==> src/hw/rtl/wsfd_pkg.sv <==
`default_nettype none
// ----------------------------------------------------------------------------
// wsfd_pkg
// Shared types and constants of the weather sensor frame decoder.
// ----------------------------------------------------------------------------
package wsfd_pkg;

	localparam int unsigned FRAME_DEPTH = 18;
	localparam int unsigned CNT_W       = 5;
	localparam int unsigned TDATA_W     = 136;

	localparam logic [CNT_W-1:0] FRAME_LEN    = 5'd18;
	localparam logic [CNT_W-1:0] DIGEST_FIRST = 5'd2;
	localparam logic [CNT_W-1:0] DIGEST_LAST  = 5'd16;
	localparam logic [CNT_W-1:0] SUM_FIRST    = 5'd2;

	localparam logic [15:0] DIGEST_GEN  = 16'h8810;
	localparam logic [15:0] DIGEST_INIT = 16'h5412;
	localparam logic [7:0]  SUM_GOOD    = 8'hff;
	localparam logic [7:0]  BCD_MAX     = 8'h99;
	localparam logic [7:0]  NIB_HI_MAX  = 8'h90;

	typedef enum logic [2:0] {
		ST_OK       = 3'd0,
		ST_SHORT    = 3'd1,
		ST_DIGEST   = 3'd2,
		ST_CHECKSUM = 3'd3,
		ST_NONE     = 3'd4
	} wsfd_status_t;

	// frame bytes 2..16, indexed by their place in the frame
	typedef logic [16:2][7:0] wsfd_body_t;

	// first member sits in the highest bits
	typedef struct packed {
		logic [6:0]         soil_moisture;
		logic [10:0]        uv_index;
		logic [10:0]        wind_direction;
		logic [10:0]        wind_average;
		logic [10:0]        wind_gust;
		logic [20:0]        rain_total;
		logic [6:0]         humidity;
		logic signed [10:0] temperature;
		logic [5:0]         caps;
		logic               battery_low;
		logic [31:0]        sensor_id;
	} wsfd_fields_t;

	localparam int unsigned FIELDS_W = $bits(wsfd_fields_t);
	localparam int unsigned PAD_W    = TDATA_W - FIELDS_W;

endpackage
`default_nettype wire

==> src/hw/rtl/wsfd_decode.sv <==
`default_nettype none
// ----------------------------------------------------------------------------
// wsfd_decode
// Decodes a checked frame body into measurement fields and final status.
// ----------------------------------------------------------------------------
module wsfd_decode (
	input  wire wsfd_pkg::wsfd_status_t check_status,
	input  wire wsfd_pkg::wsfd_body_t   body,
	output wsfd_pkg::wsfd_status_t      status,
	output wsfd_pkg::wsfd_fields_t      fields
);
	import wsfd_pkg::*;

	function automatic logic [10:0] digits3(input logic [3:0] a, input logic [3:0] b,
		input logic [3:0] c);
		return 11'(a) * 11'd100 + 11'(b) * 11'd10 + 11'(c);
	endfunction

	function automatic logic [6:0] soil_lookup(input logic [3:0] idx);
		logic [6:0] v;
		case (idx)
			4'd0:    v = 7'd0;
			4'd1:    v = 7'd7;
			4'd2:    v = 7'd13;
			4'd3:    v = 7'd20;
			4'd4:    v = 7'd27;
			4'd5:    v = 7'd33;
			4'd6:    v = 7'd40;
			4'd7:    v = 7'd47;
			4'd8:    v = 7'd53;
			4'd9:    v = 7'd60;
			4'd10:   v = 7'd67;
			4'd11:   v = 7'd73;
			4'd12:   v = 7'd80;
			4'd13:   v = 7'd87;
			4'd14:   v = 7'd93;
			default: v = 7'd99;
		endcase
		return v;
	endfunction

	logic        t_valid, uv_base, w_base, r_valid, soil_on, w_valid, uv_valid;
	logic [10:0] traw, uvraw, gust, wavg, wdir;
	logic [10:0] temp;
	logic [7:0]  hum;
	logic [7:0]  u15, u16, w7, w8, w9, r12, r13, r14;
	logic [20:0] rain;
	logic [5:0]  caps;

	always_comb begin
		t_valid = body[12] <= BCD_MAX && (body[13] & 8'hf0) <= NIB_HI_MAX;
		traw    = digits3(body[12][7:4], body[12][3:0], body[13][7:4]);
		temp    = traw - (body[13][3] ? 11'd1000 : 11'd0);
		hum     = 8'(body[14][7:4]) * 8'd10 + 8'(body[14][3:0]);

		u15     = ~body[15];
		u16     = ~body[16];
		uv_base = body[16][3:0] == 4'd0 && u15 <= BCD_MAX && (u16 & 8'hf0) <= NIB_HI_MAX;
		uvraw   = digits3(u15[7:4], u15[3:0], u16[7:4]);

		w7     = ~body[7];
		w8     = ~body[8];
		w9     = ~body[9];
		w_base = w7 <= BCD_MAX && w8 <= BCD_MAX && w9 <= BCD_MAX;
		gust   = digits3(w7[7:4], w7[3:0], w8[7:4]);
		wavg   = digits3(w9[7:4], w9[3:0], w8[3:0]);
		wdir   = digits3(body[10][7:4], body[10][3:0], body[11][7:4]);

		r_valid = body[16][0];
		r12     = ~body[12];
		r13     = ~body[13];
		r14     = ~body[14];
		rain    = 21'(r12[7:4]) * 21'd100000 + 21'(r12[3:0]) * 21'd10000
			+ 21'(r13[7:4]) * 21'd1000 + 21'(r13[3:0]) * 21'd100
			+ 21'(r14[7:4]) * 21'd10 + 21'(r14[3:0]);

		// soil probe frames reuse the temperature and humidity bytes
		soil_on  = body[6][7:4] == 4'd4 && t_valid && hum >= 8'd1 && hum <= 8'd16;
		w_valid  = w_base && !soil_on;
		uv_valid = uv_base && !soil_on;

		caps[0] = !r_valid && t_valid;
		caps[1] = !r_valid && t_valid && !soil_on && hum <= 8'd100;
		caps[2] = w_valid;
		caps[3] = r_valid;
		caps[4] = uv_valid;
		caps[5] = soil_on;

		fields = '0;
		if (check_status != ST_OK) begin
			status = check_status;
		end else if (caps == '0) begin
			status = ST_NONE;
		end else begin
			status                = ST_OK;
			fields.sensor_id      = {body[2], body[3], body[4], body[5]};
			fields.battery_low    = !body[13][1];
			fields.caps           = caps;
			fields.temperature    = caps[0] ? temp : 11'd0;
			fields.humidity       = caps[1] ? hum[6:0] : 7'd0;
			fields.rain_total     = caps[3] ? rain : 21'd0;
			fields.wind_gust      = w_valid ? gust : 11'd0;
			fields.wind_average   = w_valid ? wavg : 11'd0;
			fields.wind_direction = w_valid ? wdir : 11'd0;
			fields.uv_index       = uv_valid ? uvraw : 11'd0;
			fields.soil_moisture  = soil_on ? soil_lookup(4'(hum - 8'd1)) : 7'd0;
		end
	end

endmodule
`default_nettype wire

==> src/hw/rtl/weather_sensor_frame_decoder.sv <==
`default_nettype none
// ----------------------------------------------------------------------------
// weather_sensor_frame_decoder
// Collects an 18-byte sensor frame, checks digest and sum, decodes readings.
// ----------------------------------------------------------------------------
// one byte per cycle while s_axis_tready is high; digest and sum update as it is taken
// after its last byte, a result passes the check stage, then the output register
// one result per frame; up to two results buffered before input stalls
// arst_n clears the byte count, digest sum, byte sum and both valid stages; key = DIGEST_INIT
module weather_sensor_frame_decoder (
	input  wire           clk,
	input  wire           arst_n,
	input  wire           s_axis_tvalid,
	output logic          s_axis_tready,
	input  wire  [7:0]    s_axis_tdata,   // data_byte
	input  wire           s_axis_tlast,   // last_byte
	output logic          m_axis_tvalid,
	input  wire           m_axis_tready,
	output logic [135:0]  m_axis_tdata,   // sensor_id, battery_low, caps, temperature,
	                                      // humidity, rain_total, wind_gust, wind_average,
	                                      // wind_direction, uv_index, soil_moisture, zero pad
	output logic [2:0]    m_axis_tuser    // status
);
	import wsfd_pkg::*;

	typedef struct packed {
		logic [15:0] sum;
		logic [15:0] key;
	} digest_t;

	function automatic digest_t digest_step(input digest_t d, input logic [7:0] v);
		digest_t r;
		r = d;
		for (int b = 7; b >= 0; b--) begin
			if (v[b])
				r.sum = r.sum ^ r.key;
			if (r.key[0])
				r.key = (r.key >> 1) ^ DIGEST_GEN;
			else
				r.key = r.key >> 1;
		end
		return r;
	endfunction

	logic [7:0]       store_q [FRAME_DEPTH];
	logic [CNT_W-1:0] count_q;
	digest_t          digest_q;
	logic [7:0]       byte_sum_q;

	logic             s1_valid_q;
	wsfd_status_t     check_s1;
	wsfd_body_t       body_s1;

	logic             s2_valid_q;
	wsfd_status_t     status_s2;
	wsfd_fields_t     fields_s2;

	logic             s_fire, in_frame, s1_adv;
	logic [CNT_W-1:0] count_next;
	digest_t          digest_next;
	logic [7:0]       sum_next;
	wsfd_status_t     check_next;
	wsfd_status_t     dec_status;
	wsfd_fields_t     dec_fields;

	assign s1_adv        = s1_valid_q && (!s2_valid_q || m_axis_tready);
	assign s_axis_tready = !s1_valid_q || !s2_valid_q || m_axis_tready;
	assign s_fire        = s_axis_tvalid && s_axis_tready;

	always_comb begin
		in_frame    = count_q < FRAME_LEN;
		count_next  = in_frame ? count_q + 5'd1 : count_q;
		digest_next = digest_q;
		if (in_frame && count_q >= DIGEST_FIRST && count_q <= DIGEST_LAST)
			digest_next = digest_step(digest_q, s_axis_tdata);
		sum_next = byte_sum_q;
		if (in_frame && count_q >= SUM_FIRST)
			sum_next = byte_sum_q + s_axis_tdata;

		if (count_next < FRAME_LEN)
			check_next = ST_SHORT;
		else if (digest_next.sum != {store_q[0], store_q[1]})
			check_next = ST_DIGEST;
		else if (sum_next != SUM_GOOD)
			check_next = ST_CHECKSUM;
		else
			check_next = ST_OK;
	end

	// frame store
	always_ff @(posedge clk) begin
		if (s_fire && in_frame)
			store_q[count_q] <= s_axis_tdata;
	end

	// running frame state
	always_ff @(posedge clk or negedge arst_n) begin
		if (!arst_n) begin
			count_q        <= '0;
			digest_q.sum   <= '0;
			digest_q.key   <= DIGEST_INIT;
			byte_sum_q     <= '0;
		end else if (s_fire) begin
			if (s_axis_tlast) begin
				count_q      <= '0;
				digest_q.sum <= '0;
				digest_q.key <= DIGEST_INIT;
				byte_sum_q   <= '0;
			end else begin
				count_q    <= count_next;
				digest_q   <= digest_next;
				byte_sum_q <= sum_next;
			end
		end
	end

	// check stage
	always_ff @(posedge clk or negedge arst_n) begin
		if (!arst_n) begin
			s1_valid_q <= 1'b0;
		end else if (s_fire && s_axis_tlast) begin
			s1_valid_q <= 1'b1;
		end else if (s1_adv) begin
			s1_valid_q <= 1'b0;
		end
	end

	always_ff @(posedge clk) begin
		if (s_fire && s_axis_tlast) begin
			check_s1 <= check_next;
			for (int i = 2; i <= 16; i++)
				body_s1[i] <= store_q[i];
		end
	end

	wsfd_decode u_decode (
		.check_status (check_s1),
		.body         (body_s1),
		.status       (dec_status),
		.fields       (dec_fields)
	);

	// output register
	always_ff @(posedge clk or negedge arst_n) begin
		if (!arst_n) begin
			s2_valid_q <= 1'b0;
		end else if (s1_adv) begin
			s2_valid_q <= 1'b1;
		end else if (m_axis_tready) begin
			s2_valid_q <= 1'b0;
		end
	end

	always_ff @(posedge clk) begin
		if (s1_adv) begin
			status_s2 <= dec_status;
			fields_s2 <= dec_fields;
		end
	end

	assign m_axis_tvalid = s2_valid_q;
	assign m_axis_tuser  = status_s2;
	assign m_axis_tdata  = {{PAD_W{1'b0}}, fields_s2};

	a_count_range: assert property (@(posedge clk) disable iff (!arst_n)
		count_q <= FRAME_LEN)
		else $error("byte count past frame length");

	a_frame_restart: assert property (@(posedge clk) disable iff (!arst_n)
		s_fire && s_axis_tlast |=> s1_valid_q && count_q == '0
			&& digest_q.key == DIGEST_INIT && byte_sum_q == '0)
		else $error("frame state not restarted after last byte");

	a_fail_zero: assert property (@(posedge clk) disable iff (!arst_n)
		s2_valid_q && status_s2 != ST_OK |-> fields_s2 == '0)
		else $error("fields not cleared on failed or empty frame");

	a_ok_caps: assert property (@(posedge clk) disable iff (!arst_n)
		s2_valid_q && status_s2 == ST_OK |-> fields_s2.caps != '0)
		else $error("ok status with nothing reported");

endmodule
`default_nettype wire
==> config.mk <==
export PLATFORM = sky130hd
export DESIGN_NAME = weather_sensor_frame_decoder
export DESIGN_NICKNAME = d
export VERILOG_FILES = /design/src/hw/rtl/wsfd_pkg.sv /design/src/hw/rtl/wsfd_decode.sv /design/src/hw/rtl/weather_sensor_frame_decoder.sv
export SDC_FILE = /design/constraint.sdc
export NUM_CORES = 1
export LEC_CHECK = 0
export ABC_AREA = 0
export CORE_MARGIN = 1.5
export CORE_UTILIZATION = 59
export CTS_CLUSTER_SIZE = 14
export DETAILED_ROUTE_END_ITERATION = 12
export DONT_BUFFER_PORTS = 1
export PLACE_DENSITY_LB_ADDON = 0.12
export SYNTH_ARGS = -nofsm -noshare
export SYNTH_HDL_FRONTEND = slang
export SYNTH_SLANG_ARGS = --single-unit
==> constraint.sdc <==
create_clock -name clk -period 6.31 [get_ports clk]
set_input_delay 1.893 -clock clk [delete_from_list [all_inputs] [get_ports clk]]
set_output_delay 1.893 -clock clk [all_outputs]
set_load 0.02 [all_outputs]
==> results of run 1 <==
-- area by class of cell --
| type | instances | share of cell area |
|---|---|---|
| inverters | 210 | 0.0294 |
| flip-flops and latches | 421 | 0.462 |
| repair buffers | 19 | 0.00624 |
| multi-input cells | 1333 | 0.423 |
| clock buffers | 51 | 0.0423 |
| well taps | 532 | 0.0248 |
| clock inverters | 29 | 0.0118 |
-- flip-flops by register name (all words and copies together) (netlist names) --
| name | flops |
|---|---|
| digest_q | 32 |
| check_s1 | 2 |
| m_axis_tdata | 129 |
| count_q | 5 |
| m_axis_tuser | 3 |
| s1_valid_q | 1 |
| body_s1 | 112 |
| byte_sum_q | 8 |
| store_q | 128 |
| m_axis_tvalid | 1 |
-- worst max-delay path: stages, from the launching register on --
cell,delay (ns)
edfxtp_1,0.39
inv_2,0.09
fa_2,0.56
inv_1,0.09
fa_1,0.50
inv_1,0.04
ha_1,0.35
a21oi_2,0.22
o21bai_1,0.10
a21oi_2,0.17
o21ai_0,0.09
a21oi_1,0.17
xor2_1,0.12
fa_1,0.54
inv_1,0.04
ha_1,0.29
ha_1,0.34
ha_4,0.27
and3_1,0.18
a31o_2,0.26
o41ai_2,0.20
buf_4,0.17
o21a_1,0.16
o21ai_0,0.12
xnor2_1,0.17
nor2_1,0.05
-- cell usage after synthesis (all sizes together), types with 41 or more instances --
cell type / count
clkbuf: 41
fa: 69
o21ai: 54
xor2: 71
nor2: 116
ha: 274
inv: 210
a21oi: 94
edfxtp: 374
xnor2: 157
dfrtp: 42
and3: 41
nand2: 161
-- through the flow --
step	cells	hold slack, ns	util	total power [uW]
4_1_cts	2594	0.401	0.651	8730
2_1_floorplan	2030	0.400	-	5650
6_report	2595	0.410	0.652	8710
3_3_place_gp	2514	0.400	0.616	6040
5_1_grt	2595	0.413	0.652	9200
3_5_place_dp	2514	0.405	0.616	6100
-- per-layer routing --
| metal | vias up | GRT usage | routed length [um] |
|---|---|---|---|
| li1 | 7001 | - | - |
| met1 | 7054 | 0.310 | 21400 |
| met2 | 365 | 0.387 | 23400 |
| met3 | 64 | 0.0423 | 2710 |
| met4 | 0 | 0.0647 | 998 |
| met5 | - | 0 | 0 |
-- power breakdown --
part	switching, uW	internal, uW	leakage, uW	total [uW]
Combinational	1370	1320	0.00656	2680
Sequential	225	3210	0.00411	3430
Clock	1080	1510	0.000705	2590
-- worst min path at each step --
stage / from / end / slack (ns) / cells past startpoint
6_report: store_q[15][5] / body_s1[109] / 0.41 / 0
5_1_grt: store_q[12][5] / body_s1[85] / 0.41 / 0
4_1_cts: store_q[12][5] / body_s1[85] / 0.40 / 0
3_5_place_dp: store_q[15][3] / body_s1[107] / 0.40 / 0
3_3_place_gp: store_q[16][4] / body_s1[116] / 0.40 / 0
2_1_floorplan: store_q[2][0] / body_s1[0] / 0.40 / 0
-- logic make-up after synthesis --
logic type,after synthesis,synth area share
adders and majority gates,344,0.194
AOI/OAI and AO/OA,264,0.0672
other,1,0.000151
and+or+nand+nor,457,0.0865
muxes,10,0.00459
buffers and inverters,276,0.0442
xor gates and xnor gates,251,0.103
DFF,421,0.500
-- repair_timing --
| item | in CTS | in global routing |
|---|---|---|
| gates resized for setup | 0 | 7 |
| hold buffers | 0 | 0 |
| buffers inserted | 0 | 1 |
| setup endpoints to repair | 0 | 5 |
==> results by group, run 1 <==
Status
  • Outcome: completed

STA
  • Setup TNS: 0 ns
  • Slew Viols, Final: 0
  • Final hold violation count: 0
  • Worst-margin pin slew: 1.17 ns
  • Worst clock skew: 0.0166 ns
  • Final-report setup violation count: 0
  • Achievable frequency: 168 MHz
  • Slew margin rel.: 0.217
  • RSZ-0062 raised after global routing: false
  • Fin crit period: 5.94 ns
  • Crit share post-route: 0.942
  • Fin worst setup slack: 0.368 ns

Place
  • Port bufs: 0
  • DP Wirelength: 33.2 mm
  • Routability Congestion: 0.872
  • DP Area: 25400 um^2
  • Pre-CTS setup slack: 0.0877 ns

Cells and area
  • ANT cells: 0
  • Commonest cells after routing, fill and taps aside: 374 x edfxtp_1, 273 x ha_1, 208 x inv_1, 160 x nand2_1, 155 x xnor2_1
  • Layout area overhead: 8.27%
  • Commonest non-fill, non-tap cell in the layout: edfxtp_1
  • Filler instances: 3028
  • Multi-input gate area: 11400 um^2
  • Finished Cell Area: 26900 um^2
  • Nets: 2385
  • Sequential standard cell area: 12400 um^2
  • Share of layout cells above drive strength 1: 0.0557

Clocking
  • CTS sink cnt: 421
  • CTS buffer count: 44
  • Clk pin slew, worst setup/hold paths: 0.06 ns
  • H-tree depth: 2
  • Clk Tree Root Cell: clkbuf_16
  • CTS tree: done
  • Worst-Skew Late Latency: 0.58 ns
  • Longest Clk Path Bufs: 3

Logic synthesis
  • Synth cell types: 72
  • Ys flop type: edfxtp_1
  • Main area contributors after synthesis: edfxtp_1 45%, ha_1 14%, fa_1 5.6%
  • Number of flops mapped to enable cells by yosys: 374
  • FFs w/ async S/R, synth: 0.112
  • Synth warnings: 0
  • Syn Inst Count: 2024
  • Synth top area share: 0.453
  • #FFs+latches synth: 421
  • Sequential-to-total area share from yosys stat: 0.500
  • Area leader, netlist: edfxtp_1
  • Mapped Area: 24800 um^2
  • Mean Syn Cell Area: 12.3 um^2

Setup path
  • Worst-path fanout max: 5
  • CP Launch Point: body_s1[93]
  • Reg-to-Reg End: m_axis_tdata[77]
  • RR Startpoint: body_s1[93]
  • Startpoint types: flop
  • Critical Path End Type: flop
  • Critical Path AT: 6.25 ns
  • CP endpoint: m_axis_tdata[77]
  • Worst reg2reg setup slack: 0.37 ns
  • Critical path class: flop to flop
  • R2R depth: 25
  • Critical path required time: 6.62 ns

GRT
  • First-pass GRT wire length: 78.2 mm
  • GRT Total Usage: 0.231
  • Number of antenna violations at the first check in global routing: 1
  • Vias in the first global route: 14776
  • Grt ovf: 0
  • Largest net degree at the start of global routing: 74

Routing
  • Drt first pass iters: 5
  • Final WL: 48.5 mm
  • Via count: 14484
  • WL per Instance: 18.7 um
  • Number of DRC markers in iteration 0: 931
  • Post-route DRC: 0
  • Remaining antenna violation count: 0
  • Vias per inst: 5.58

Min path
  • Hold Crit Class: flop to flop

Pwr
  • Max VDD drop: 294 uV
  • Leak: 0.0114 uW
  • Pwr/cell area: 324 nW/um^2

Floorplanning
  • Site Rows: 74
  • I/O pin total: 154
  • Initial Util: 0.602
  • Die area: 43300 um^2
  • Die height: 208 um
  • Die width: 208 um
  • Core area: 41200 um^2

Job
  • Max-cap violations: 0
Note: power is estimated with default switching activity, not from simulation.
==> run 2: changes to the inputs <==
REMOVE_ABC_BUFFERS = 1   (was unset)
==> run 2 against run 1 <==
Against the previous run: maximum frequency decreased by 0.48%; critical path depth unchanged; clock skew down 0.0033 ns; critical path type unchanged; first-iteration DRC count decreased by 3.7%; clock power is 7% lower; final cell count down 0.12%; final area down 0.59%; sequential power barely moved; non-clock buffer count grew 3; power shrank 2.4%; sequential share of layout area grew 0.27 points.
==> results by group, run 2 (synthesized netlist as in run 1, its figures left out) <==
Status
  • Outcome: completed

STA
  • Fin crit period: 5.97 ns (+0.0285 ns)
  • Fin worst setup slack: 0.340 ns (-0.0285 ns)
  • Achievable frequency: 168 MHz (-0.48%)
  • Slew margin rel.: 0.193 (-0.0246)
  • Worst clock skew: 0.0133 ns (-0.00325 ns)
  • Worst-margin pin slew: 1.21 ns (+0.0369 ns)
  • Setup TNS: 0 ns (unchanged)
  • Crit share post-route: 0.946 (+0.00451)
  • RSZ-0062 raised after global routing: false
  • Hold_ws: 0.413 ns (+0.00317 ns)
  • Final-report setup violation count: 0 (unchanged)
  • Slew Viols, Final: 0 (unchanged)
  • Final hold violation count: 0 (unchanged)

Cells and area
  • Nets: 2387 (+0.084%)
  • ANT cells: 0 (unchanged)
  • Commonest cells after routing, fill and taps aside: 374 x edfxtp_1, 273 x ha_1, 208 x inv_1, 160 x nand2_1, 155 x xnor2_1
  • Share of layout cells above drive strength 1: 0.0515 (-0.00429)
  • Non-Filler Instances: 2592 (-0.12%)
  • Layout area overhead: 7.63%
  • Largest register FFs: 129 (unchanged)
  • Commonest non-fill, non-tap cell in the layout: edfxtp_1

GRT
  • Vias in the first global route: 14548 (-1.5%)
  • Number of antenna violations at the first check in global routing: 0 (-1)
  • GRT Total Usage: 0.226 (-0.00477)
  • Largest net degree at the start of global routing: 54 (-27%)
  • Grt ovf: 0 (unchanged)
  • First-pass GRT wire length: 77.0 mm (-1.5%)

Pwr
  • Leak: 0.0113 uW (-0.59%)
  • Total design power: 8500 uW (-2.4%)
  • Max VDD drop: 298 uV (+1.2%)
  • Pwr/cell area: 318 nW/um^2 (-1.8%)

Clocking
  • H-tree depth: 2 (unchanged)
  • Post-CTS setup buffers: 0 (unchanged)
  • CTS tree: done
  • CTS buffer count: 43 (-2.3%)
  • Longest Clk Path Bufs: 3 (unchanged)
  • Clk Tree Root Cell: clkbuf_16
  • Clk pin slew, worst setup/hold paths: 0.06 ns (about the same)
  • Worst-Skew Late Latency: 0.57 ns (about the same)
  • CTS sink cnt: 421 (unchanged)

Floorplanning
  • Core area: 41200 um^2 (unchanged)
  • Die width: 208 um (unchanged)
  • Site Rows: 74 (unchanged)
  • Die area: 43300 um^2 (unchanged)
  • Die height: 208 um (unchanged)
  • Initial Util: 0.602 (unchanged)
  • I/O pin total: 154 (unchanged)

Setup path
  • Startpoint types: flop
  • Critical path required time: 6.62 ns (about the same)
  • Critical path class: flop to flop
  • Critical Path AT: 6.28 ns (+0.03 ns)
  • Worst-path fanout max: 5 (unchanged)
  • Critical Path End Type: flop

Place
  • DP Wirelength: 33.6 mm (+1.2%)
  • Port bufs: 0 (unchanged)
  • # placed instances: 2518 (+0.16%)
  • Pre-CTS setup slack: 0.146 ns (+0.0585 ns)
  • Routability Congestion: 0.886 (+1.5%)

Routing
  • Vias per inst: 5.56 (-0.45%)
  • Via count: 14402 (-0.57%)
  • Drt first pass iters: 5 (unchanged)
  • Number of DRC markers in iteration 0: 897 (-3.7%)
  • Final WL: 48.0 mm (-1.2%)
  • WL per Instance: 18.5 um (-1.1%)
  • Post-route DRC: 0 (unchanged)
  • Remaining antenna violation count: 0 (unchanged)

Job
  • Max-cap violations: 0 (unchanged)

Min path
  • Hold Crit Class: flop to flop
==> run 2: per-stage QoR <==
step / instance area [um^2] / utilization
finish: 26700 / 0.648
detailed placement: 25400 / 0.616
global placement: 25400 / 0.616
CTS: 26700 / 0.648
floorplan: 24500 / -
global route: 26700 / 0.648
==> run 2: repair_timing <==
action	in CTS	in global routing
gates resized for setup	0	4
endpoints found under the setup margin	0	2
hold endpoints to repair	0	0
hold buffers	0	0
==> run 2: worst paths after layout <==
check | from | endpoint | slack [ns] | depth (start not counted)
min in group asynchronous | arst_n | digest_q[22] | 1.01 | 0
max in group asynchronous | arst_n | digest_q[12] | 5.10 | 0
min | store_q[6][7] | body_s1[39] | 0.41 | 0
min reg2reg | store_q[6][7] | body_s1[39] | 0.41 | 0
max reg2reg | body_s1[93] | m_axis_tdata[77] | 0.34 | 25
max | body_s1[93] | m_axis_tdata[77] | 0.34 | 25
==> run 2: report_power, final <==
group / total (uW) / internal [uW] / switching, uW
clock: 2420 / 1380 / 1040
combinational: 2650 / 1310 / 1340
sequential: 3430 / 3210 / 227
==> run 2: cell type report <==
class / count / area [um^2]
well taps: 532 / 666
fillers: 3026 / 14500
repair buffers: 22 / 165
clock inverters: 25 / 223
multi-input cells: 1333 / 11400
inverters: 210 / 791
flip-flops and latches: 421 / 12400
clock buffers: 49 / 1100
==> run 2: critical path, cell delays in order (launching register included) <==
cell	delay, ns
edfxtp_1	0.42
inv_2	0.10
fa_1	0.56
inv_1	0.11
fa_1	0.50
inv_1	0.04
ha_1	0.34
a21oi_2	0.17
o21bai_1	0.10
a21oi_2	0.17
o21ai_0	0.09
a21oi_1	0.17
xor2_1	0.11
fa_1	0.53
inv_1	0.04
ha_1	0.29
ha_1	0.34
ha_4	0.27
and3_1	0.18
a31o_2	0.25
o41ai_1	0.25
buf_4	0.18
o21a_1	0.16
o21ai_0	0.12
xnor2_1	0.16
nor2_1	0.05
==> run 2: metal layers <==
layer  wire [um]  up-vias  GRT usage
met5           0        -          0
met4        1030        0     0.0695
met3        2230       72     0.0347
met2       23400      302      0.390
met1       21300     7023      0.296
li1            -     7005          -
